===== src/rtl/bba_pkg.sv =====
// Shared constants, codes, types and a helper function of the block bitmap allocator.
package bba_pkg;

  localparam int BLOCKS  = 1024;
  localparam int MAX_RUN = 16;

  localparam int WORD_W = 32;
  localparam int WORDS  = BLOCKS / WORD_W;
  localparam int BIT_W  = $clog2(WORD_W);
  localparam int ROW_W  = $clog2(WORDS);
  localparam int BLK_W  = ROW_W + BIT_W;
  localparam int CNT_W  = $clog2(BLOCKS + 1);
  localparam int RUN_W  = $clog2(MAX_RUN + 1);

  localparam int OP_W  = 1;
  localparam int REQ_W = 5;
  localparam int IDX_W = 10;
  localparam int ST_W  = 2;

  localparam logic [OP_W-1:0] OP_ALLOC = 1'b0;
  localparam logic [OP_W-1:0] OP_FREE  = 1'b1;

  localparam logic [ST_W-1:0] ST_OK           = 2'd0;
  localparam logic [ST_W-1:0] ST_NOSPACE      = 2'd1;
  localparam logic [ST_W-1:0] ST_ALREADY_FREE = 2'd2;

  typedef logic [WORD_W-1:0] word_t;
  typedef logic [ROW_W-1:0]  row_t;
  typedef logic [BIT_W-1:0]  bit_pos_t;

  // Priority encoder: position of the lowest clear bit of a bitmap word.
  function automatic bit_pos_t lowest_zero(input word_t w);
    bit_pos_t pos;
    pos = '0;
    for (int i = WORD_W - 1; i >= 0; i--) begin
      if (!w[i]) pos = BIT_W'(i);
    end
    return pos;
  endfunction

endpackage


===== src/rtl/bba_bitmap.sv =====
// Used/free bitmap storage: one word per row, with per-row valid bits that reset clears.
module bba_bitmap (
  input  logic          clk,
  input  logic          rst,
  input  bba_pkg::row_t  rd_addr,
  output bba_pkg::word_t rd_data,
  input  logic          wr_en,
  input  bba_pkg::row_t  wr_addr,
  input  bba_pkg::word_t wr_data
);
  import bba_pkg::*;

  word_t             mem [WORDS];
  logic [WORDS-1:0]  row_valid;
  word_t             mem_q;
  logic              vld_q;

  always_ff @(posedge clk) begin
    if (wr_en) begin
      mem[wr_addr] <= wr_data;
    end
    mem_q <= mem[rd_addr];
  end

  always_ff @(posedge clk) begin
    if (rst) begin
      row_valid <= '0;
      vld_q     <= 1'b0;
    end else begin
      if (wr_en) begin
        row_valid[wr_addr] <= 1'b1;
      end
      vld_q <= row_valid[rd_addr];
    end
  end

  // A row never written since reset reads as all free.
  assign rd_data = vld_q ? mem_q : '0;

endmodule


===== src/rtl/block_bitmap_allocator_core.sv =====
// Top level of the block bitmap allocator: request sequencer, word scanner and result register.
// Free request: the free-check state registers the result once the result register is free.
// Allocate request: the first grant is registered after the load and scan states, then one
// grant per cycle while the result register is free; each full word crossed costs a memory read.
// A failed allocate gives its single result from the refusal state.
// Reset clears the bitmap (all blocks free) through per-row valid bits.
module block_bitmap_allocator_core (
  input  logic                       clk,
  input  logic                       rst,
  input  logic                       in_valid,
  output logic                       in_stall,
  input  logic [bba_pkg::OP_W-1:0]   opcode,
  input  logic [bba_pkg::REQ_W-1:0]  request_count,
  input  logic [bba_pkg::IDX_W-1:0]  free_index,
  output logic                       out_valid,
  input  logic                       out_stall,
  output logic [bba_pkg::IDX_W-1:0]  allocated_index,
  output logic [bba_pkg::ST_W-1:0]   status,
  output logic                       last_result
);
  import bba_pkg::*;

  // The sequencer takes one request at a time. Allocation walks the bitmap
  // word by word from a hint row, below which every word is known to be full,
  // and a single priority encoder picks the lowest free block of the word held
  // in cur_word, one grant per cycle while the result register is free.
  typedef enum logic [2:0] {
    S_IDLE,
    S_FREE_CHK,
    S_FAIL,
    S_ALLOC_LOAD,
    S_ALLOC_SCAN
  } state_t;

  state_t           state;
  logic [CNT_W-1:0] free_total;
  row_t             hint;
  row_t             cur_row;
  word_t            cur_word;
  logic [RUN_W-1:0] remaining;
  row_t             free_row;
  bit_pos_t         free_bit;
  logic             free_in_pool;

  logic             in_xfer;
  logic             out_free;
  logic             out_load;
  logic [RUN_W-1:0] want;
  logic [BLK_W-1:0] req_blk;
  logic             req_in_pool;
  row_t             rd_addr;
  word_t            rd_data;
  logic             wr_en;
  row_t             wr_addr;
  word_t            wr_data;
  bit_pos_t         zero_pos;
  logic             word_full;
  logic             grant;
  logic             free_hit;

  assign in_stall = (state != S_IDLE);
  assign in_xfer  = in_valid && !in_stall;
  // The result register can take a new result when it is empty or being drained.
  assign out_free = !out_valid || !out_stall;

  // A zero count is read as one block and anything above the run limit saturates.
  always_comb begin
    if (request_count == '0) begin
      want = RUN_W'(1);
    end else if (32'(request_count) > MAX_RUN) begin
      want = RUN_W'(MAX_RUN);
    end else begin
      want = RUN_W'(request_count);
    end
  end

  assign req_blk     = BLK_W'(free_index);
  assign req_in_pool = 32'(free_index) < BLOCKS;

  assign zero_pos  = lowest_zero(cur_word);
  assign word_full = &cur_word;
  assign grant     = (state == S_ALLOC_SCAN) && !word_full && out_free;
  assign free_hit  = free_in_pool && rd_data[free_bit];

  // A result is loaded by a free check, a refusal or a grant once the register is free.
  assign out_load = ((state == S_FREE_CHK || state == S_FAIL) && out_free) || grant;

  // Bitmap read address: the freed block's row on a free transfer and while its
  // result waits, the hint row when an allocation starts, and the following row
  // when a full word is left.
  always_comb begin
    rd_addr = hint;
    if (state == S_IDLE && opcode == OP_FREE) begin
      rd_addr = req_blk[BLK_W-1:BIT_W];
    end else if (state == S_FREE_CHK) begin
      rd_addr = free_row;
    end else if (state == S_ALLOC_SCAN) begin
      rd_addr = cur_row + ROW_W'(1);
    end
  end

  // Bitmap write port: a word is written back when the scan leaves it or when
  // the last block of the run is granted, and on a free that hits a used block.
  always_comb begin
    wr_en   = 1'b0;
    wr_addr = cur_row;
    wr_data = cur_word;
    if (state == S_ALLOC_SCAN) begin
      if (word_full) begin
        wr_en = 1'b1;
      end else if (grant && remaining == RUN_W'(1)) begin
        wr_en            = 1'b1;
        wr_data[zero_pos] = 1'b1;
      end
    end else if (state == S_FREE_CHK && out_free && free_hit) begin
      wr_en            = 1'b1;
      wr_addr          = free_row;
      wr_data          = rd_data;
      wr_data[free_bit] = 1'b0;
    end
  end

  bba_bitmap u_bitmap (
    .clk     (clk),
    .rst     (rst),
    .rd_addr (rd_addr),
    .rd_data (rd_data),
    .wr_en   (wr_en),
    .wr_addr (wr_addr),
    .wr_data (wr_data)
  );

  always_ff @(posedge clk) begin
    if (rst) begin
      state      <= S_IDLE;
      free_total <= CNT_W'(BLOCKS);
      hint       <= '0;
      out_valid  <= 1'b0;
    end else begin
      out_valid <= out_load || (out_valid && out_stall);
      unique case (state)
        S_IDLE: begin
          if (in_xfer) begin
            if (opcode == OP_FREE) begin
              free_row     <= req_blk[BLK_W-1:BIT_W];
              free_bit     <= req_blk[BIT_W-1:0];
              free_in_pool <= req_in_pool;
              state        <= S_FREE_CHK;
            end else if (free_total < CNT_W'(want)) begin
              state <= S_FAIL;
            end else begin
              remaining <= want;
              cur_row   <= hint;
              state     <= S_ALLOC_LOAD;
            end
          end
        end
        S_FREE_CHK: begin
          if (out_free) begin
            allocated_index <= '0;
            last_result     <= 1'b1;
            if (free_hit) begin
              status <= ST_OK;
              if (free_total < CNT_W'(BLOCKS)) begin
                free_total <= free_total + CNT_W'(1);
              end
              if (free_row < hint) begin
                hint <= free_row;
              end
            end else begin
              status <= ST_ALREADY_FREE;
            end
            state <= S_IDLE;
          end
        end
        S_FAIL: begin
          if (out_free) begin
            allocated_index <= '0;
            status          <= ST_NOSPACE;
            last_result     <= 1'b1;
            state           <= S_IDLE;
          end
        end
        S_ALLOC_LOAD: begin
          cur_word <= rd_data;
          state    <= S_ALLOC_SCAN;
        end
        S_ALLOC_SCAN: begin
          if (word_full) begin
            // Every row up to this one is now full, so later scans skip it.
            cur_row <= cur_row + ROW_W'(1);
            hint    <= cur_row + ROW_W'(1);
            state   <= S_ALLOC_LOAD;
          end else if (grant) begin
            allocated_index     <= IDX_W'({cur_row, zero_pos});
            status              <= ST_OK;
            last_result         <= (remaining == RUN_W'(1));
            cur_word[zero_pos]  <= 1'b1;
            remaining           <= remaining - RUN_W'(1);
            free_total          <= free_total - CNT_W'(1);
            if (remaining == RUN_W'(1)) begin
              hint  <= cur_row;
              state <= S_IDLE;
            end
          end
        end
        default: begin
          state <= S_IDLE;
        end
      endcase
    end
  end

`ifndef SYNTH
  // The free count can never exceed the size of the pool.
  a_count_bound: assert property (@(posedge clk) disable iff (rst)
    free_total <= CNT_W'(BLOCKS))
    else $error("free block count above pool size");

  // Results other than a grant carry index zero and end their request.
  a_fail_shape: assert property (@(posedge clk) disable iff (rst)
    out_valid && status != ST_OK |-> last_result && allocated_index == '0)
    else $error("non-success result with index or without last marker");

  // Every granted block lowers the free count by exactly one.
  a_grant_count: assert property (@(posedge clk) disable iff (rst)
    grant |=> free_total == $past(free_total) - CNT_W'(1))
    else $error("grant did not lower the free count");

  // The bitmap is only written while a request is being worked on.
  a_no_idle_write: assert property (@(posedge clk) disable iff (rst)
    wr_en |-> state != S_IDLE)
    else $error("bitmap write while idle");

  // A new result only enters the result register when it is free.
  a_no_overwrite: assert property (@(posedge clk) disable iff (rst)
    out_valid && out_stall |=> out_valid && $stable(allocated_index) && $stable(status))
    else $error("pending result overwritten");
`endif

endmodule

===== config.mk =====
export PLATFORM = sky130hd
export DESIGN_NAME = block_bitmap_allocator_core
export DESIGN_NICKNAME = d
export VERILOG_FILES = /design/src/rtl/bba_pkg.sv /design/src/rtl/bba_bitmap.sv /design/src/rtl/block_bitmap_allocator_core.sv
export SDC_FILE = /design/constraint.sdc
export NUM_CORES = 2
export LEC_CHECK = 0
export BUFFER_PORTS_ARGS = -buffer_cell sky130_fd_sc_hd__buf_2
export CORE_ASPECT_RATIO = 1.4
export CORE_UTILIZATION = 55
export CTS_BUF_LIST = sky130_fd_sc_hd__clkbuf_16
export DETAILED_ROUTE_END_ITERATION = 10
export PLACE_DENSITY = 0.71
export SYNTH_ARGS = -nofsm -noshare
export SYNTH_HDL_FRONTEND = slang
export SYNTH_SLANG_ARGS = --single-unit

===== constraint.sdc =====
create_clock -name clk -period 6.6 [get_ports clk]
set_input_delay 0.99 -clock clk [delete_from_list [all_inputs] [get_ports clk]]
set_output_delay 0.99 -clock clk [all_outputs]
set_load 0.01 [all_outputs]

==> impl_metrics.env <==
export IMPL_status="completed"
export IMPL_cts_resized=0
export IMPL_slew_violations=0
export IMPL_ys_ff_latch=1174
export IMPL_worst_path_buf_inv=4
export IMPL_clock_path_buffers=3
export IMPL_cp_start_kind="flop"
export IMPL_arrival_ps=5580
export IMPL_setup_tns_ps=0
export IMPL_internal_power_w=0.0141
export IMPL_fin_skew_ps=49.5
export IMPL_cp_end_kind="flop"
export IMPL_holdPathStages=1
export IMPL_cp_cell_sequence="inv_1, or3_2, inv_6, mux2i_2, mux2i_2, a21o_1, buf_4, nand3_4, buf_4, a21oi_1, or4_1, nor4_1"
export IMPL_switching_share=0.355
export IMPL_fillers=6401
export IMPL_remaining_drc_errors=0
export IMPL_post_cts_buffers=0
export IMPL_syn_avg_cell_area_um2=13.0
export IMPL_htree_levels=3
export IMPL_path_clk_slew_ps=60
export IMPL_hold_class="in -> reg"
export IMPL_worst_pin_slew_ps=1390
export IMPL_numCtsBuffers=103
export IMPL_worstHoldStart="free_index[8]"
export IMPL_post_drt_wl_per_cell_um=27.4
export IMPL_r2r_setup_slack_ps=1570
export IMPL_pwr_share_seq=0.402
export IMPL_max_freq_ghz=0.199
export IMPL_period_share=0.762
export IMPL_antenna_found_initial=2
export IMPL_boundaryPins=35
export IMPL_grt_max_degree=113
export IMPL_whs_ps=459
export IMPL_final_layout_size_suffix_gt1_frac=0.122
export IMPL_drt_pass1_iter_count=6
export IMPL_via_per_inst=6.41
export IMPL_core_rowCount=128
export IMPL_synth_nets=3743
export IMPL_ys_types=84
export IMPL_ant_nets=0
export IMPL_globalplace_congestion=0.999
export IMPL_vdd_drop_max_mv=0.329
export IMPL_synthCells=3702
export IMPL_rsz0062_at_grt="no"
export IMPL_grt_pass1_wl_um=200000
export IMPL_finalCriticalPeriod_ps=5030
export IMPL_combinationalPowerShare=0.317
export IMPL_track_usage=0.307
export IMPL_die_w_um=252
export IMPL_die_area_mm2=0.0890
export IMPL_routed_wl_um=137000
export IMPL_cp_slowest_stage_delay_ps=780
export IMPL_cpMaxStageDelayCell="or3_2"
export IMPL_yosys_warnings=0
export IMPL_p_leak_nw=18.2
export IMPL_grt_remaining_overflow=0
export IMPL_finalPower_w=0.0219
export IMPL_core_mm2=0.0870
export IMPL_ff2ff_path_depth=12
export IMPL_rr_startpoint="state[2]"
export IMPL_cp_top_family="simple AND/OR/NAND/NOR gates"
export IMPL_switchingPower_w=0.00780
export IMPL_cts_tree="built"
export IMPL_synth_edff_count=1089
export IMPL_hold_end="free_row[3]"
export IMPL_finish_net_count=3766
export IMPL_startpoint="state[2]"
export IMPL_crit_fanout=53
export IMPL_clock_sinks=1174
export IMPL_diodes=0
export IMPL_postCtsHoldBufs=0
export IMPL_synth_seq_area_share=0.713
export IMPL_timing_rr_end="u_bitmap.mem_q[6]"
export IMPL_required_ps=7150
export IMPL_async_reset_ff_frac=0
export IMPL_p_clk_frac=0.282
export IMPL_io_buffers=34
export IMPL_clk_latency_ps=730
export IMPL_drtIter0Drc=4098
export IMPL_power_density_mw_per_mm2=408
export IMPL_start_util=0.555
export IMPL_num_vias=31950
export IMPL_dpl_hpwl_um=78900
export IMPL_max_slew_margin=0.0717
export IMPL_cts_root_buf="clkbuf_16"
export IMPL_finalSetupViolations=0
export IMPL_hold_viol=0
export IMPL_crit_type="reg -> reg"
export IMPL_die_h_um=353
export IMPL_grt_pass1_vias=30701
export IMPL_area_growth_pct=11.5
export IMPL_ys_flop_type="edfxtp_1"
export IMPL_syn_area_mm2=0.0483
export IMPL_maxCapViolations=0
[worst max path at each step]
stage	end	slack (ps)	depth (start not counted)
floorplan	u_bitmap.mem[26][0]	1540	9
global placement	u_bitmap.mem_q[6]	1800	12
detailed placement	u_bitmap.mem_q[6]	1750	12
CTS	u_bitmap.mem_q[6]	1680	12
global route	u_bitmap.mem_q[6]	1400	12
finish	u_bitmap.mem_q[6]	1570	12
[cells by family (layout without fill, tap and decap cells)]
family                   count (synthesis)  count (layout)  synth area share
buffers and inverters                  277             390            0.0255
AND/OR/NAND/NOR                       1593            1593             0.147
adder cells (fa/ha/maj)                 21              21           0.00560
XOR/XNOR                                21              21           0.00381
AO/OA/AOI/OAI                          532             532            0.0716
multiplexers                            84              84            0.0339
flip-flops                            1174            1174             0.713
[state kept, by name (all words and copies together) (netlist names), 3 cells and up]
register,count
u_bitmap.mem,1024
free_total,11
state,3
free_row,5
remaining,5
u_bitmap.row_valid,32
cur_word,32
hint,5
cur_row,5
u_bitmap.mem_q,32
allocated_index,10
free_bit,5
[power by group through the flow]
stage | registers (W) | clock network, W | logic, W
after floorplan | 0.00879 | 0 | 0.00473
after global placement | 0.00896 | 0 | 0.00677
after detailed placement | 0.00895 | 0 | 0.00683
after CTS | 0.00879 | 0.00621 | 0.00689
after global routing | 0.00881 | 0.00650 | 0.00745
final | 0.00881 | 0.00618 | 0.00694
[synthesized netlist by cell type, types with 8 or more instances]
| cell type | instances | area [um^2] |
|---|---|---|
| nor2_1 | 87 | 327 |
| buf_2 | 89 | 445 |
| a2111oi_0 | 8 | 70.1 |
| a31oi_1 | 69 | 432 |
| mux2i_1 | 19 | 190 |
| nor2b_1 | 10 | 62.6 |
| nor4_1 | 27 | 169 |
| a211oi_1 | 9 | 67.6 |
| a22oi_1 | 22 | 165 |
| buf_1 | 30 | 113 |
| edfxtp_1 | 1089 | 32700 |
| dfxtp_1 | 85 | 1700 |
| o2111ai_1 | 10 | 87.6 |
| xnor2_1 | 14 | 123 |
| buf_6 | 8 | 90.1 |
| mux4_2 | 63 | 1420 |
| o221ai_1 | 31 | 272 |
| o211ai_1 | 23 | 173 |
| inv_1 | 42 | 158 |
| a21oi_1 | 178 | 891 |
| ha_1 | 20 | 250 |
| nand3_1 | 334 | 1670 |
| o22ai_1 | 28 | 175 |
| and2_1 | 11 | 68.8 |
| o2bb2ai_1 | 17 | 149 |
| and3_1 | 68 | 425 |
| o32ai_1 | 17 | 149 |
| nor3_1 | 34 | 170 |
| or4_1 | 24 | 180 |
| nand2b_1 | 11 | 68.8 |
| nand2_1 | 926 | 3480 |
| clkbuf_1 | 102 | 383 |
| nand4_1 | 21 | 131 |
| o21ai_0 | 67 | 335 |
[area by class of cell]
class	instances	area (um^2)	area share
inverter	44	170	0.00316
clock inverter	92	877	0.0163
clock buffer	103	2580	0.0479
multi-input combinational	2251	13100	0.244
tap	1170	1460	0.0272
timing repair buffer	151	1190	0.0220
sequential	1174	34400	0.639
[layout by cell type, fill, tap and decap left out, types with 11 or more instances in the layout]
cell type  count
dfxtp_1       85
a22oi_1       22
o22ai_1       28
nor3_1        18
inv_1         62
buf_12        11
ha_1          20
and3_1        68
clkbuf_16    103
edfxtp_1    1089
clkinv_2      18
clkinv_1      28
nand2_1      926
mux4_2        63
a21oi_1      176
bufinv_16     14
o221ai_2      26
and2_1        11
nor2_4        18
a31oi_1       69
nand3_1      334
xnor2_1       14
nor2_1        70
nand4_1       21
nand2b_1      11
buf_2         34
buf_4        106
o2bb2ai_1     17
o21ai_0       63
mux2i_1       19
nor4_1        27
o211ai_1      23
or4_1         24
o32ai_1       17
nor3_2        18
[per-stage QoR]
step	util	setup slack, ps	cell area, um^2	instances
finish	0.619	1570	53800	4985
global route	0.619	1400	53800	4985
CTS	0.618	1680	53800	4985
detailed placement	0.579	1750	50300	4790
global placement	0.579	1800	50300	4790
floorplan	-	1540	48300	3702
[metal layers]
layer / track usage / vias up / share of wire
met2: 0.494 / 1870 / 0.49
met3: 0.0487 / 365 / 0.093
li1: - / 13844 / -
met1: 0.395 / 15869 / 0.36
met4: 0.183 / 2 / 0.063
met5: 0 / - / 0.000095
(Power assumes the default switching activity.)
